==> config.mk <==
export PLATFORM = sky130hd
export DESIGN_NAME = rtf_picture_group_scanner
export DESIGN_NICKNAME = d
export VERILOG_FILES = /design/src/hw/rtl/rtfpgs_pkg.sv /design/src/hw/rtl/rtfpgs_judge_chain.sv /design/src/hw/rtl/rtf_picture_group_scanner.sv
export VERILOG_INCLUDE_DIRS = /design/src /design/src/hw/rtl
export SDC_FILE = /design/constraint.sdc
export NUM_CORES = 1
export LEC_CHECK = 0
export BUFFER_PORTS_ARGS = -buffer_cell sky130_fd_sc_hd__buf_4
export CAP_MARGIN = 20
export CORE_ASPECT_RATIO = 1.2
export CORE_UTILIZATION = 45
export DETAILED_ROUTE_END_ITERATION = 10
export PLACE_DENSITY_LB_ADDON = 0.3
export SLEW_MARGIN = 20
export SYNTH_ARGS = -nofsm -noshare
export SYNTH_HDL_FRONTEND = slang
export SYNTH_SLANG_ARGS = --single-unit
==> constraint.sdc <==
create_clock -name clk -period 13.6 [get_ports clk]
set_clock_uncertainty 0.15 [all_clocks]
set_input_delay 1.36 -clock clk [delete_from_list [all_inputs] [get_ports clk]]
set_output_delay 1.36 -clock clk [all_outputs]
set_load 0.05 [all_outputs]
==> src/hw/rtl/rtf_picture_group_scanner_assert.svh <==
// Assertion macros shared by the scanner RTL.
`ifndef RTF_PICTURE_GROUP_SCANNER_ASSERT_SVH
`define RTF_PICTURE_GROUP_SCANNER_ASSERT_SVH

// Same-cycle implication, held off during reset.
`define RTFPGS_ASSERT_NOW(label, clk_sig, rst_sig, ante, cons, msg) \
  label: assert property (@(posedge clk_sig) disable iff (rst_sig) (ante) |-> (cons)) \
    else $error(msg);

// Next-cycle implication, held off during reset.
`define RTFPGS_ASSERT_NEXT(label, clk_sig, rst_sig, ante, cons, msg) \
  label: assert property (@(posedge clk_sig) disable iff (rst_sig) (ante) |=> (cons)) \
    else $error(msg);

`endif

==> src/hw/rtl/rtfpgs_pkg.sv <==
// Types, constants and per-byte judge function of the picture group scanner.
package rtfpgs_pkg;

  localparam int DEPTH_BITS  = 16;
  localparam int LENGTH_BITS = 24;
  localparam int RUN_BITS    = 8;
  localparam int THR_BITS    = 8;
  localparam int GROUP_LEN_W = 24;

  localparam int LA_BYTES    = 4;
  localparam int WIN_SLOTS   = LA_BYTES + 1;
  localparam int LA_IDX_BITS = $clog2(LA_BYTES);
  localparam int FILL_BITS   = $clog2(LA_BYTES + 1);
  localparam int CNT_BITS    = $clog2(WIN_SLOTS + 1);
  localparam int N_BITS      = $clog2(LA_BYTES + 1);

  typedef logic [7:0] byte_t;
  typedef logic [LA_BYTES-1:0][7:0] la_t;
  typedef logic [WIN_SLOTS-1:0][7:0] win_t;

  localparam byte_t CH_BACKSLASH = 8'h5C;
  localparam byte_t CH_LBRACE    = 8'h7B;
  localparam byte_t CH_RBRACE    = 8'h7D;
  localparam byte_t CH_P         = 8'h70;
  localparam byte_t CH_A         = 8'h61;
  localparam byte_t CH_R         = 8'h72;

  localparam logic [THR_BITS-1:0] THRESHOLD_RESET = 8'd32;

  typedef enum logic [1:0] {
    ST_CLOSED = 2'd0,
    ST_OPEN   = 2'd1,
    ST_ABORT  = 2'd2
  } status_t;

  typedef struct packed {
    byte_t text_char;
    logic  group_first;
    logic  text_last;
  } text_t;

  typedef struct packed {
    status_t                scan_status;
    logic                   hex_interrupted;
    logic                   nested_group_seen;
    logic [GROUP_LEN_W-1:0] group_length;
  } report_t;

  typedef struct packed {
    logic [DEPTH_BITS-1:0]  depth;
    logic [RUN_BITS-1:0]    run;
    logic                   in_hex;
    logic                   broken;
    logic                   intr;
    logic                   nested;
    logic [LENGTH_BITS-1:0] len;
  } scan_t;

  typedef struct packed {
    scan_t   st;
    logic    hit;
    status_t code;
  } judge_t;

  function automatic logic is_letter(byte_t c);
    return (c >= 8'h61 && c <= 8'h7A) || (c >= 8'h41 && c <= 8'h5A);
  endfunction

  function automatic logic is_hex(byte_t c);
    return (c >= 8'h30 && c <= 8'h39) || (c >= 8'h61 && c <= 8'h66) ||
           (c >= 8'h41 && c <= 8'h46);
  endfunction

  function automatic logic is_blank(byte_t c);
    return c == 8'h20 || c == 8'h09 || c == 8'h0D || c == 8'h0A;
  endfunction

  // Judge one byte against up to four following bytes (n of them known).
  function automatic judge_t judge_byte(scan_t s, byte_t c, la_t la,
                                        logic [N_BITS-1:0] n,
                                        logic [THR_BITS-1:0] thr);
    judge_t r;
    logic   par;
    r.st   = s;
    r.hit  = 1'b0;
    r.code = ST_OPEN;
    par = (c == CH_BACKSLASH) && (n >= N_BITS'(3)) && (la[0] == CH_P) &&
          (la[1] == CH_A) && (la[2] == CH_R) &&
          ((n < N_BITS'(LA_BYTES)) || !is_letter(la[3]));
    if (s.broken && (((c == CH_LBRACE) && (n >= N_BITS'(1)) &&
                      (la[0] == CH_BACKSLASH)) || par)) begin
      r.hit  = 1'b1;
      r.code = ST_ABORT;
    end else begin
      if (s.in_hex && c == CH_BACKSLASH) begin
        r.st.intr = 1'b1;
        if (par) begin
          r.st.broken = 1'b1;
        end
      end
      if (s.in_hex && c == CH_LBRACE) begin
        r.st.nested = 1'b1;
        r.st.broken = 1'b1;
      end
      if (c == CH_LBRACE) begin
        if (r.st.depth != '1) begin
          r.st.depth = r.st.depth + DEPTH_BITS'(1);
        end
      end else if (c == CH_RBRACE) begin
        if (r.st.depth != '0) begin
          r.st.depth = r.st.depth - DEPTH_BITS'(1);
        end
        if (r.st.depth == '0) begin
          r.hit  = 1'b1;
          r.code = ST_CLOSED;
        end
      end
      if (!r.hit && !r.st.broken) begin
        if (is_hex(c)) begin
          if (r.st.run != '1) begin
            r.st.run = r.st.run + RUN_BITS'(1);
          end
        end else if (!is_blank(c)) begin
          r.st.run    = '0;
          r.st.in_hex = 1'b0;
        end
        if (r.st.run >= thr) begin
          r.st.in_hex = 1'b1;
        end
      end
      if (r.st.len != '1) begin
        r.st.len = r.st.len + LENGTH_BITS'(1);
      end
    end
    return r;
  endfunction

endpackage

==> src/hw/rtl/rtfpgs_judge_chain.sv <==
// Judge chain: up to five bytes of the window judged in order, combinationally.
module rtfpgs_judge_chain (
  input  rtfpgs_pkg::scan_t                     st_in,
  input  rtfpgs_pkg::win_t                      win,
  input  logic [rtfpgs_pkg::CNT_BITS-1:0]       count,
  input  logic                                  flush,
  input  logic [rtfpgs_pkg::THR_BITS-1:0]       thr,
  output rtfpgs_pkg::scan_t                     st_out,
  output logic                                  hit,
  output rtfpgs_pkg::status_t                   code
);
  import rtfpgs_pkg::*;

  logic [WIN_SLOTS+LA_BYTES-1:0][7:0] pad;
  la_t                                la;
  logic [N_BITS-1:0]                  n;
  judge_t                             jr;

  // Slot 0 is judged once the window is full; the text end judges every held slot.
  always_comb begin
    int avail;
    avail  = 0;
    st_out = st_in;
    hit    = 1'b0;
    code   = ST_OPEN;
    la     = '0;
    n      = '0;
    jr     = '0;
    pad    = '0;
    pad[WIN_SLOTS-1:0] = win;
    for (int j = 0; j < WIN_SLOTS; j++) begin
      for (int i = 0; i < LA_BYTES; i++) begin
        la[i] = pad[j + 1 + i];
      end
      avail = int'(count) - 1 - j;
      if (avail >= LA_BYTES) begin
        n = N_BITS'(LA_BYTES);
      end else if (avail > 0) begin
        n = N_BITS'(avail);
      end else begin
        n = '0;
      end
      jr = judge_byte(st_out, pad[j], la, n, thr);
      if (!hit && (j < int'(count)) &&
          (flush || (j == 0 && count == CNT_BITS'(WIN_SLOTS)))) begin
        st_out = jr.st;
        hit    = jr.hit;
        code   = jr.code;
      end
    end
  end

endmodule

==> src/hw/rtl/rtf_picture_group_scanner.sv <==
// Picture group scanner: walks one brace group of document text a byte at a
// time and reports how it ends.
//
// Channels: text_* carries one byte per transaction with group_first (the
// opening brace of a new scan) and text_last (end of the text). report_*
// carries one report per scan: status, the interrupted and nested flags and
// the group length. cfg_* writes hex_run_threshold and is always ready.
// Timing: a byte taken sits in the input register, is judged there and its
// report, if any, is registered in the report register. One byte is taken
// every cycle while no reporting byte is held (see Stall). A byte is judged
// with the four bytes behind it, so a closing brace reports four bytes after
// it arrives, or at text_last. The single stage holds a chain of up to five
// byte judgements, which is what sets the clock period at the end of the text.
// Stall: while a report waits, the input register still takes one byte and
// bytes that give no report keep flowing; a byte that would give a second
// report holds until the first is taken.
// Reset: synchronous; clears the scan, empties both registers and sets the threshold
// to 32. The user writes configuration only while the block is idle; it is not enforced.
`include "rtf_picture_group_scanner_assert.svh"

module rtf_picture_group_scanner (
  input  logic                              clk,
  input  logic                              rst,
  input  logic                              cfg_valid,
  output logic                              cfg_ready,
  input  logic [rtfpgs_pkg::THR_BITS-1:0]   cfg_data,
  input  logic                              text_valid,
  output logic                              text_ready,
  input  rtfpgs_pkg::text_t                 text_data,
  output logic                              report_valid,
  input  logic                              report_ready,
  output rtfpgs_pkg::report_t               report_data
);
  import rtfpgs_pkg::*;

  // Input register
  logic                  s1_valid;
  text_t                 s1_item;
  logic                  s1_advance;

  // Scan state
  logic [THR_BITS-1:0]   threshold;
  logic                  active;
  scan_t                 scan;
  byte_t                 la_bytes [LA_BYTES];
  logic [FILL_BITS-1:0]  fill;
  logic                  full;

  // Judge window and chain result
  win_t                  win;
  logic [CNT_BITS-1:0]   count;
  scan_t                 chain_st;
  logic                  chain_hit;
  status_t               chain_code;

  // Result
  logic                  res_hit;
  report_t               res;
  logic                  report_load;
  scan_t                 scan_start;

  assign cfg_ready = 1'b1;
  assign full      = (fill == FILL_BITS'(LA_BYTES));

  // Build the window: held bytes in order, then the incoming byte.
  always_comb begin
    win = '0;
    if (full) begin
      for (int i = 0; i < LA_BYTES; i++) begin
        win[i] = la_bytes[i];
      end
      win[LA_BYTES] = s1_item.text_char;
      count = CNT_BITS'(WIN_SLOTS);
    end else begin
      for (int i = 0; i < LA_BYTES; i++) begin
        if (i < int'(fill)) begin
          win[i] = la_bytes[i];
        end else if (i == int'(fill)) begin
          win[i] = s1_item.text_char;
        end
      end
      count = CNT_BITS'(fill) + CNT_BITS'(1);
    end
  end

  rtfpgs_judge_chain u_chain (
    .st_in  (scan),
    .win    (win),
    .count  (count),
    .flush  (s1_item.text_last),
    .thr    (threshold),
    .st_out (chain_st),
    .hit    (chain_hit),
    .code   (chain_code)
  );

  // Fresh scan: the marked byte is the opening brace, depth and length one.
  always_comb begin
    scan_start       = '0;
    scan_start.depth = DEPTH_BITS'(1);
    scan_start.len   = LENGTH_BITS'(1);
  end

  // Report for the byte in the input register, if it ends the scan.
  always_comb begin
    res     = '0;
    res_hit = 1'b0;
    res.scan_status = ST_OPEN;
    if (s1_item.group_first) begin
      res_hit = s1_item.text_last;
    end else if (active) begin
      res_hit               = chain_hit || s1_item.text_last;
      res.scan_status       = chain_hit ? chain_code : ST_OPEN;
      res.hex_interrupted   = chain_st.intr;
      res.nested_group_seen = chain_st.nested;
      if (chain_hit && chain_code == ST_CLOSED) begin
        res.group_length = GROUP_LEN_W'(chain_st.len);
      end
    end
  end

  // Advance unless this byte reports and the report register is still full.
  assign s1_advance  = s1_valid && (!res_hit || !report_valid || report_ready);
  assign report_load = s1_advance && res_hit;
  assign text_ready  = !s1_valid || s1_advance;

  // Control state
  always_ff @(posedge clk) begin
    if (rst) begin
      s1_valid     <= 1'b0;
      threshold    <= THRESHOLD_RESET;
      active       <= 1'b0;
      scan         <= '0;
      fill         <= '0;
      report_valid <= 1'b0;
    end else begin
      if (cfg_valid) begin
        threshold <= cfg_data;
      end
      if (text_ready) begin
        s1_valid <= text_valid;
      end
      if (s1_advance) begin
        if (s1_item.group_first) begin
          // Drop any scan in progress and start over.
          scan   <= scan_start;
          active <= !s1_item.text_last;
          fill   <= '0;
        end else if (active) begin
          scan <= chain_st;
          if (res_hit) begin
            active <= 1'b0;
            fill   <= '0;
          end else if (!full) begin
            fill <= fill + FILL_BITS'(1);
          end
        end
      end
      if (report_load) begin
        report_valid <= 1'b1;
      end else if (report_ready) begin
        report_valid <= 1'b0;
      end
    end
  end

  // Payload registers
  always_ff @(posedge clk) begin
    if (text_ready && text_valid) begin
      s1_item <= text_data;
    end
    if (s1_advance && active && !s1_item.group_first && !res_hit) begin
      if (full) begin
        // Slide the window by one byte.
        for (int i = 0; i < LA_BYTES; i++) begin
          la_bytes[i] <= win[i + 1];
        end
      end else begin
        la_bytes[fill[LA_IDX_BITS-1:0]] <= s1_item.text_char;
      end
    end
    if (report_load) begin
      report_data <= res;
    end
  end

  `RTFPGS_ASSERT_NOW(a_idle_window_empty, clk, rst, !active, fill == '0, "window holds bytes while idle")
  `RTFPGS_ASSERT_NOW(a_fill_bound, clk, rst, 1'b1, fill <= FILL_BITS'(LA_BYTES), "window overfilled")
  `RTFPGS_ASSERT_NOW(a_no_overwrite, clk, rst, report_load && report_valid, report_ready, "report overwritten before taken")
  `RTFPGS_ASSERT_NEXT(a_report_shown, clk, rst, report_load, report_valid, "loaded report not shown")

endmodule
==> impl_metrics.json <==
{
  "status": "finished clean",
  "yosysMostFrequentCell": "nand2_1",
  "die_area_um2": 52400,
  "crit_required_ns": 13.83,
  "core_um2": 50600,
  "grt_max_degree": 49,
  "syn_inst": 3194,
  "io_pins": 54,
  "cts.htree.levels": 4,
  "netlist.area_leader.share": 0.0908,
  "routedWlPerCell_um": 27.7,
  "root_buffer": "clkbuf_16",
  "fin_crit_sh": 0.956,
  "peakVddDrop_v": 0.000105,
  "num_antenna_cells": 0,
  "finalSetupViolCount": 0,
  "floorplan.initialDensity": 0.458,
  "yosysTopAreaCell": "edfxtp_1",
  "fin_area_um2": 25600,
  "synth_edf_count": 70,
  "drt_wl_total_um": 109000,
  "fp.dieW_um": 209,
  "fmax_ghz": 0.0769,
  "synth_common_cells": "nand2_1, nor2_1, a21oi_1",
  "hold_viol_final": 0,
  "fin_util": 0.507,
  "period_needed_ns": 13.00,
  "grt_use_total": 0.405,
  "max_slew.worst_pin.slew_ns": 1.21,
  "synth_seq_cells": 136,
  "synth.area.top_cells": "edfxtp_1, dfxtp_1, nand2_1",
  "critPathMaxStageDelay_ns": 0.69,
  "ctsHoldBuffers": 0,
  "firstDrtPassIters": 7,
  "grt_pass1_vias": 26300,
  "slowest_stage": "a2111oi_4",
  "cap_violations": 0,
  "hold_class": "flip-flop to flip-flop",
  "crit_type": "flip-flop to flip-flop",
  "drt_iter0_markers": 3520,
  "fill_cells": 5084,
  "slew_headroom": 0.180,
  "place_ws_ns": 0.0429,
  "drive_gt1_frac": 0.158,
  "grt-ovfl-total": 0,
  "setup_tns_ns": 0,
  "area_growth_syn_to_layout_pct": 10.6,
  "synthArstFlopShare": 0,
  "row_count": 90,
  "cp_max_fo": 9,
  "yosysSeqAreaShare": 0.148,
  "clockBufferDepth": 2,
  "synth-main-ff-cell": "edfxtp_1",
  "synth_area_um2": 23200,
  "yosys_warnings": 0,
  "cp_common_cell": "ha_1",
  "total_power_mw": 1.14,
  "syn_avg_cell_area_um2": 7.25,
  "synth_nets": 3288,
  "power.leakage_nw": 9.00,
  "routed-via-count": 28100,
  "slew_violations": 0,
  "path_clk_slew_ns": 0.07,
  "antenna_found_initial": 0,
  "cts.sinks": 136,
  "critPathCaptureType": "flip-flop",
  "cts_tree": "built",
  "drt-vias-per-instance": 7.17,
  "clk-insertion-delay-late_ns": 0.51,
  "drc": 0,
  "drtAntennaViolNets": 0,
  "fin_nets": 3361,
  "portBuffers": 52,
  "hpwl_um": 85900,
  "dpl_cell_area_um2": 24800,
  "powerDensity_nw_per_um2": 44.6,
  "grt_pass1_wl_um": 162000,
  "fin_ws_ns": 0.595,
  "cts_buffers": 17,
  "crit_arrival_ns": 13.23,
  "yosysUniqueCellTypes": 148,
  "fp.dieH_um": 251,
  "gp_congestion": 1.05,
  "crit_path_start_kind": "flip-flop"
}
==> through the flow <==
stage,hold slack (ns),cells
2_1_floorplan,0.304,3194
3_3_place_gp,0.325,3884
3_5_place_dp,0.334,3884
4_1_cts,0.351,3916
5_1_grt,0.392,3924
6_report,0.348,3924
==> cells in the final DEF, fill, tap and decap left out, types with 42 or more instances in the layout <==
cell      netlist  final
nand2_1       311    311
nor2_1        264    260
buf_4          14    240
a21oi_1       203    199
nand3_1       166    164
nor3_1        149    149
o21ai_0       141    138
nand4_1        95     95
xnor2_1        82     82
inv_1          71     71
and2_1         73     71
edfxtp_1       70     70
ha_1           71     69
nor4_1         72     67
dfxtp_1        66     64
mux2i_1        63     63
and3_1         52     50
or3_1          48     47
xor2_1         46     46
a31oi_1        47     45
o211ai_1       42     42
==> worst max-delay path: cells and delay by family, from the launching register on <==
| family | cells | cell delay [ns] |
|---|---|---|
| compound gates | 24 | 5.46 |
| simple gates | 19 | 3.81 |
| fa+ha+maj | 8 | 1.89 |
| buf+inv | 7 | 0.87 |
| flops | 1 | 0.37 |
| mux | 1 | 0.30 |
==> layer usage <==
metal,share of wire,vias to the layer above,global-route usage
met4,0.069,0,0.258
met1,0.38,13300,0.489
met5,0,-,0
met2,0.45,1821,0.654
met3,0.095,415,0.0846
li1,-,12500,-
==> registers in the layout (all words and copies together), names as in the netlist <==
| register | flops |
|---|---|
| scan | 52 |
| la_bytes | 32 |
| report_data | 28 |
| s1_item | 10 |
| threshold | 8 |
| fill | 3 |
| active | 1 |
| report_valid | 1 |
| s1_valid | 1 |
==> path summary, 6_finish.rpt <==
kind                        startpoint                        end  slack [ns]  cells after the start
min          threshold[6]$_SDFFE_PP0P_  threshold[6]$_SDFFE_PP0P_        0.35                      2
min reg2reg  threshold[6]$_SDFFE_PP0P_  threshold[6]$_SDFFE_PP0P_        0.35                      2
max reg2reg       fill[1]$_SDFFE_PP0P_      scan[27]$_SDFFE_PP0P_        0.60                     59
max               fill[1]$_SDFFE_PP0P_      scan[27]$_SDFFE_PP0P_        0.60                     59
==> layout make-up <==
type	count	area, µm²	share of cell area
clock buffers	19	433	0.0169
clock inverters	13	169	0.00659
inverters	75	282	0.0110
multi-input cells	2795	18700	0.729
flip-flops and latches	136	3430	0.134
well taps	644	806	0.0315
repair buffers	242	1830	0.0713
==> cell families after synthesis <==
family,after synthesis,share of synthesized area
compound gates,980,0.307
mux,88,0.0397
simple gates,1524,0.361
other cells,1,0.000162
buf+inv,263,0.0555
flops,136,0.148
fa+ha+maj,71,0.0384
xor+xnor,131,0.0505
==> power breakdown <==
| part | switching, mW | internal (mW) | leakage (nW) |
|---|---|---|---|
| clock network | 0.216 | 0.289 | 0.292 |
| logic | 0.132 | 0.0661 | 7.49 |
| registers | 0.00620 | 0.433 | 1.23 |
| total | 0.354 | 0.788 | 9.00 |
==> what timing repair did <==
| action | 4_1_cts | 5_1_grt |
|---|---|---|
| endpoints found under the hold margin | 0 | 0 |
| pin swaps | 0 | 8 |
| resized for setup | 1 | 34 |
| endpoints found under the setup margin | 1 | 39 |
| setup buffers | 0 | 7 |
(Power assumes the default switching activity.)
